<file path="src/rtl/core/wpc_ram.sv">
// Generic single-write, single-read RAM with registered read data.
`timescale 1ns / 1ps

module wpc_ram #(
    parameter int WIDTH = 8,
    parameter int DEPTH = 16
) (
    input  logic                     clk,
    input  logic                     we,
    input  logic [$clog2(DEPTH)-1:0] waddr,
    input  logic [WIDTH-1:0]         wdata,
    input  logic                     re,
    input  logic [$clog2(DEPTH)-1:0] raddr,
    output logic [WIDTH-1:0]         rdata
);

    logic [WIDTH-1:0] mem_reg [DEPTH];
    logic [WIDTH-1:0] rdata_reg;

    always_ff @(posedge clk)
    begin
        if (we)
        begin
            mem_reg[waddr] <= wdata;
        end
        if (re)
        begin
            rdata_reg <= mem_reg[raddr];
        end
    end

    assign rdata = rdata_reg;

endmodule

</file>
<file path="config.mk">
export PLATFORM = sky130hd
export DESIGN_NAME = wpc_ram
export DESIGN_NICKNAME = d
export VERILOG_FILES = /design/src/rtl/core/wpc_ram.sv
export SDC_FILE = /design/constraint.sdc
export NUM_CORES = 1
export LEC_CHECK = 0
export ABC_AREA = 1
export BUFFER_PORTS_ARGS = -buffer_cell sky130_fd_sc_hd__buf_2
export CAP_MARGIN = 20
export CORE_UTILIZATION = 53
export CTS_BUF_LIST = sky130_fd_sc_hd__clkbuf_8
export DETAILED_ROUTE_END_ITERATION = 8
export GPL_TIMING_DRIVEN = 0
export PLACE_DENSITY = 0.8
export SETUP_SLACK_MARGIN = 0.2
export SKIP_CTS_REPAIR_TIMING = 1
export SYNTH_ARGS = -nofsm -noshare
export SYNTH_HDL_FRONTEND = slang
export SYNTH_SLANG_ARGS = --single-unit
export TNS_END_PERCENT = 1
</file>
<file path="constraint.sdc">
create_clock -name clk -period 1.27 [get_ports clk]
set_input_delay 0.254 -clock clk [delete_from_list [all_inputs] [get_ports clk]]
set_output_delay 0.254 -clock clk [all_outputs]
set_load 0.02 [all_outputs]
</file>
# == Word level (Yosys, flattened, before mapping) ==
# Memory sizes are Yosys's and may differ from the RTL's. A register that Yosys moved wholly into a read port is not among the register bits.
# Index checks and enable logic that the tools add are counted.
# word_totals
ff_bits,0
mem_bits_rw,128
n_memories,1
# mem_list
memory,words,width,read_ports,rd_clocked_by_memory_dff,wr,line,rtl
mem_reg,16,8,1,1,1,17,logic [WIDTH-1:0] mem_reg [DEPTH];
# op_classes
muxes,2
# ops
operator,n
1-bit 2-to-1 mux,2

# == Depth between registers and ports, before layout ==
# Gate-level depths: netlist of the first run.
# depth
ltp_word,2
mapped_depth,8
mapped_depth_nobuf,7

# == Worst setup path before layout of the first run ==
# Ideal clock, no wire load.
# synth_timing
path_type,input port to flip-flop
start,in waddr[3]
end,mem mem_reg[4][0] (enable)
setup_ns,0.370
t_arrival_ns,0.835
t_required_ns,0.900
path_slack_ns,0.065
stages,2
path_buffers,0
path_cell_list,nand3b_1 -> nor2_1
# synth_lines
item,line,rtl
start: declaration,10,"input logic [$clog2(DEPTH)-1:0] waddr,"
end: declaration,17,
# Straight into the memory's write port.

# == Worst setup path in the final report of the first run ==
# layout_timing
start,"reg rdata_reg[2], in the netlist rdata[2] (read register of mem_reg)"
end,out rdata[2]
# layout_lines
item,line,rtl
start: declaration,18,logic [WIDTH-1:0] rdata_reg;
end: declaration,14,output logic [WIDTH-1:0] rdata
# No word-level cell between the ends.

==> results of run 1 <==
power groups by stage:
stage / registers (µW) / logic, µW / clock network [µW]
2_1_floorplan: 5200 / 354 / 0
3_3_place_gp: 5170 / 640 / 0
3_5_place_dp: 5170 / 658 / 0
4_1_cts: 5070 / 664 / 3980
5_1_grt: 5080 / 815 / 4160
6_report: 5070 / 753 / 3950
cell families (layout without fill, tap and decap cells):
group         Yosys count  count (layout)  share of synthesized area (%)
simple gates          289             289                           20.8
flops                 136             136                           69.8
buf+inv               126             181                           9.39
cell usage in the layout (no fill, tap or decap), types with 2 or more instances in the layout:
cell type	synthesis	layout
nand2_1	173	158
inv_2	2	2
clkbuf_8	0	17
clkinv_4	0	2
nand3_2	0	36
nand3b_1	2	2
nand2_2	0	15
buf_6	6	8
buf_2	13	34
edfxtp_1	136	136
inv_1	100	100
buf_4	4	4
bufinv_16	0	4
inv_6	0	6
clkinvlp_4	0	3
nor2_2	0	15
nand3_1	97	60
per-layer routing:
layer / global-route usage, % / up-vias / part of all wire (%)
met5: 0 / - / 0
met4: 10.5 / 0 / 1.7
met3: 6.69 / 23 / 9.4
met2: 39.4 / 213 / 48
met1: 36.7 / 1887 / 41
li1: - / 1866 / -
stage by stage:
step / total power (µW) / cells / instance area (µm²) / setup TNS [ns]
after CTS: 9720 / 742 / 6580 / 0
final: 9780 / 742 / 6870 / 0
after global routing: 10100 / 742 / 6870 / -0.0410
after global placement: 5810 / 710 / 6130 / -41.14
after detailed placement: 5830 / 710 / 6130 / -45.17
after floorplan: 5560 / 551 / 5850 / 0
worst paths after layout:
| check | startpoint | endpoint | depth (start not counted) |
|---|---|---|---|
| max | rdata[2] | rdata[2] | 1 |
| min | re | rdata[0] | 1 |
| max reg2reg | mem_reg[3][0] | rdata[0] | 6 |
| min reg2reg | mem_reg[14][2] | rdata[2] | 6 |
final cells by class:
type                            instances  area, µm²  area share (%)
Buffer                                 24        166            2.42
Clock buffer                           17        234            3.41
Clock inverter                         15        213            3.10
Inverter                              102        383            5.58
Multi-Input combinational cell        289       1490            21.7
Sequential cell                       136       4080            59.5
Tap cell                              136        170            2.48
Timing Repair Buffer                   23        128            1.86
==> flow_summary_export.csv, run 1 <==
group,metric,value,unit
routing,route.vias.total,3989,
routing,drc,0,
synth,yosysSeqAreaShare,69.8,%
synth,async_reset_ff_share,0,%
clock_tree,cts_htree_levels,4,
final_layout,utilization,65.3,%
floorplan,die_area,11500,µm²
run_status,outcome,"completed",
synth,synth_edf_count,136,
final_layout,largest_register_ffs,128,
global_routing,grt_max_degree,17,
power,p_switching,2330,µW
min_path,hp-class,"in -> reg",
critical_path,crit_path_max_incr_delay,0.37,ns
synth,syn_inst,551,
power,p_seq_share,51.9,%
final_layout,drive_above_1_share,24.4,%
critical_path,crit_required,1.02,ns
floorplan,io_pins,27,
sta,timing.fmax,810,MHz
routing,vias_per_cell,5.38,
synth,ys_ff_latch,136,
critical_path,path_delay_family,"flip-flops",
place,hpwlAfterDp,8880,µm
global_routing,overflow,0,
synth,post_synth_num_cell_types,11,
synth,syn_nets,570,
synth,ys.flop_type,"edfxtp_1",
power,leakagePower,0.00292,µW
sta,hold_viol,0,
synth,yosys_warnings,0,
clock_tree,clk_path_buf_depth,2,
place,detailedPlace.worstSlack,-0.475,ns
synth,syn_area_per_cell,10.6,µm²
sta,layout_setup_ws,0.0355,ns
routing,first_pass_iters,5,
sta,rsz0062_at_grt,"yes",
critical_path,rrSetupSlack,0.15,ns
place,io_buffers,23,
clock_tree,cts_root_buf,"clkbuf_8",
final_layout,antennaDiodeCount,0,
clock_tree,insertion_delay,0.44,ns
synth,synth_top_area_share,69.8,%
floorplan,row_count,37,
sta,min_period_over_period,97.2,%
global_routing,antenna_found_initial,0,
power,ir_drop,0.871,mV
clock_tree,cts.sinks,136,
routing,drt_iter0_drc,495,
power,power.density,1420,nW/µm²
power,power_frac_clock,40.4,%
sta,slew_violations,0,
global_routing,grt_pass1_vias,3861,
critical_path,cp.buffers_inverters,1,
power,p_int,7450,µW
floorplan,die_x,107,µm
power,comb_power_share,7.7,%
sta,relSlewSlack,61.4,%
critical_path,worst_setup_path_end_kind,"primary output",
global_routing,grt_pass1_wl,21300,µm
synth,synth.area.top_cells,"edfxtp_1 70%, nand2_1 11%, nand3_1 8.3%",
floorplan,coreArea,10500,µm²
critical_path,cp-start-kind,"flip-flop",
synth,netlist_top_cells_count,"173 x nand2_1, 136 x edfxtp_1, 100 x inv_1",
synth,yosysTopAreaCell,"edfxtp_1",
run,maxCapViolCount,0,
critical_path,cp.arrival,0.98,ns
sta,worstMarginPinSlew,0.579,ns
routing,routed_wl,13700,µm
synth,synth_area,5850,µm²
sta,finalWorstPathRequiredPeriod,1.23,ns
routing,wire_per_inst,18.4,µm
synth,yosysMostFrequentCell,"nand2_1",
sta,whs,0.133,ns
sta,clock_skew,0.00946,ns
critical_path,worstSetupPathType,"reg -> out",
floorplan,die_y,107,µm
power,p_sw_share,23.8,%
sta,setup_violations,0,
critical_path,worstPathCellList,"buf_2",
final_layout,area_delta_synth_final,17.4,%
routing,drtAntennaViolNets,0,
final_layout,fillers,770,
clock_tree,numCtsBuffers,17,
critical_path,cpMaxStageDelayCell,"edfxtp_1",
clock_tree,clkTransAtPathRegs,0.08,ns
clock_tree,cts_tree,"yes",
place,globalplace.congestion,0.904,
critical_path,crit_fanout,1,
final_layout,fin_nets,612,
global_routing,track_usage,26.2,%
floorplan,start_util,55.6,%
Power figures use the tool's default switching activity.
==> inputs of run 2 (changes only) <==
--- a/config.mk
+++ b/config.mk
@@ -16,3 +16,2 @@
 export SETUP_SLACK_MARGIN = 0.2
-export SKIP_CTS_REPAIR_TIMING = 1
 export SYNTH_ARGS = -nofsm -noshare
==> constraint.sdc (replaced) <==
create_clock -name clk -period 1.27 [get_ports clk]
set_input_delay 0.127 -clock clk [delete_from_list [all_inputs] [get_ports clk]]
set_output_delay 0.127 -clock clk [all_outputs]
set_load 0.02 [all_outputs]
==> run 2 against run 1 <==
- combinational power down 9.0%
- total power down 0.65%
- fmax up 4.4%
- register-to-register slack worse by 0.03 ns
- wire length down 0.18%
- hold slack worse by 0.038 ns
==> flow_summary_export.csv, run 2 (synthesis results as in run 1) <==
group,metric,value,unit
critical_path,crit_required,1.35,ns
sta,timing.fmax,846,MHz
sta,finalWorstPathRequiredPeriod,1.18,ns
final_layout,antennaDiodeCount,0,
floorplan,coreArea,10500,µm²
critical_path,crit_path_max_incr_delay,0.77,ns
global_routing,grt_pass1_wl,21300,µm
floorplan,die_x,107,µm
final_layout,area_delta_synth_final,13.1,%
routing,drtAntennaViolNets,0,
routing,vias_per_cell,5.43,
routing,route.vias.total,4035,
clock_tree,cts_htree_levels,4,
power,leakagePower,0.00285,µW
sta,setup_violations,0,
final_layout,fillers,799,
power,p_seq_share,52.2,%
floorplan,io_pins,27,
floorplan,die_area,11500,µm²
sta,relSlewSlack,36.5,%
clock_tree,cts_tree,"yes",
routing,routed_wl,13600,µm
min_path,hp-class,"in -> reg",
run_status,outcome,"completed",
critical_path,r2r_start,"mem_reg[7][1]",
global_routing,overflow,0,
critical_path,crit_fanout,8,
clock_tree,insertion_delay,0.45,ns
place,globalplace.congestion,0.904,
power,p_int,7420,µW
clock_tree,numCtsBuffers,17,
power,ir_drop,0.869,mV
clock_tree,clk_path_buf_depth,2,
clock_tree,cts.sinks,136,
final_layout,most-common-layout-cells,"171 x nand2_1, 136 x edfxtp_1, 100 x inv_1",
sta,min_period_over_period,93.1,%
critical_path,r2r_cells,6,
global_routing,grt_pass1_vias,3869,
clock_tree,cts_root_buf,"clkbuf_8",
run,maxCapViolCount,0,
critical_path,worstSetupPathType,"in -> reg",
sta,clock_skew,0.0106,ns
global_routing,track_usage,26.3,%
place,io_buffers,23,
sta,fin_tns_setup,0,ns
routing,wire_per_inst,18.4,µm
final_layout,utilization,62.9,%
sta,hold_viol,0,
critical_path,cp.arrival,1.26,ns
routing,drt_iter0_drc,454,
power,p_switching,2290,µW
sta,worstMarginPinSlew,0.949,ns
sta,slew_violations,0,
global_routing,grt_max_degree,17,
critical_path,worst_setup_path_end_kind,"flip-flop",
routing,first_pass_iters,6,
critical_path,r2r_end,"rdata[1]",
sta,layout_setup_ws,0.0879,ns
min_path,holdPathStages,1,
power,p_sw_share,23.6,%
place,hpwlAfterDp,8880,µm
critical_path,cp-start-kind,"input pin",
final_layout,final_common_cell,"nand2_1",
critical_path,rrSetupSlack,0.12,ns
place,placed_cells,710,
sta,rsz0062_at_grt,"yes",
place,detailedPlace.worstSlack,-0.348,ns
final_layout,largest_register_ffs,128,
min_path,whs_endpoint,"mem_reg[1][7]",
final_layout,final_cells,743,
power,power_frac_clock,40.7,%
min_path,hp-start,"wdata[7]",
clock_tree,clkTransAtPathRegs,0.08,ns
final_layout,drive_above_1_share,14.2,%
sta,whs,0.0951,ns
global_routing,antenna_found_initial,0,
power,comb_power_share,7.0,%
critical_path,worstPathCellList,"buf_2 > nand3b_1 > nor2_1",
floorplan,die_y,107,µm
final_layout,fin_nets,613,
critical_path,cpMaxStageDelayCell,"nor2_1",
power,power.density,1470,nW/µm²
floorplan,start_util,55.6,%
floorplan,row_count,37,
routing,drc,0,
run 2: power by group through the flow:
stage	Clock, µW	Combinational, µW	Sequential [µW]
2_1_floorplan	0	354	5200
3_3_place_gp	0	640	5170
3_5_place_dp	0	658	5170
4_1_cts	3980	668	5070
5_1_grt	4160	745	5080
6_report	3960	685	5070
run 2: how the worst max path moves through the flow:
| stage | endpoint | startpoint | depth (start not counted) | slack (ns) |
|---|---|---|---|---|
| final | mem_reg[4][7] | waddr[3] | 3 | 0.09 |
| after detailed placement | mem_reg[4][1] | waddr[3] | 3 | -0.35 |
| after floorplan | mem_reg[10][0] | waddr[2] | 2 | 0.19 |
| after global routing | rdata[0] | mem_reg[15][0] | 6 | 0.06 |
| after CTS | rdata[1] | rdata[1] | 1 | 0.13 |
| after global placement | mem_reg[4][3] | waddr[3] | 3 | -0.28 |
run 2: area by class of cell:
type	count	area (µm²)	share of cell area, %
inverters	102	383	5.79
clock inverters	15	213	3.22
plain buffers	24	166	2.52
repair buffers	24	125	1.89
clock buffers	17	234	3.54
well taps	136	170	2.57
multi-input cells	289	1240	18.7
flip-flops and latches	136	4080	61.8
run 2: through the flow:
stage,power [µW],instance area (µm²)
final,9710,6610
after global routing,9990,6610
after CTS,9720,6590
after detailed placement,5830,6130
after global placement,5810,6130
after floorplan,5560,5850
run 2: worst max-delay path: cells and delay by family:
family / cells / cell delay [ns]
buffers and inverters: 1 / 0.12
and+or+nand+nor: 2 / 1.02
run 2: timing repair:
item | in CTS | in global routing
resized for setup | 1 | 5
buffers inserted | 0 | 0
setup endpoints to repair | 36 | 94
hold buffers | 1 | 0
hold endpoints to repair | 8 | 0
run 2: per-layer routing:
metal | global-route usage [%] | vias to the layer above | wire length (µm)
met4 | 10.5 | 0 | 245
met2 | 39.5 | 230 | 6430
met1 | 36.7 | 1906 | 5500
li1 | - | 1869 | -
met3 | 6.63 | 30 | 1460
met5 | 0 | - | 0
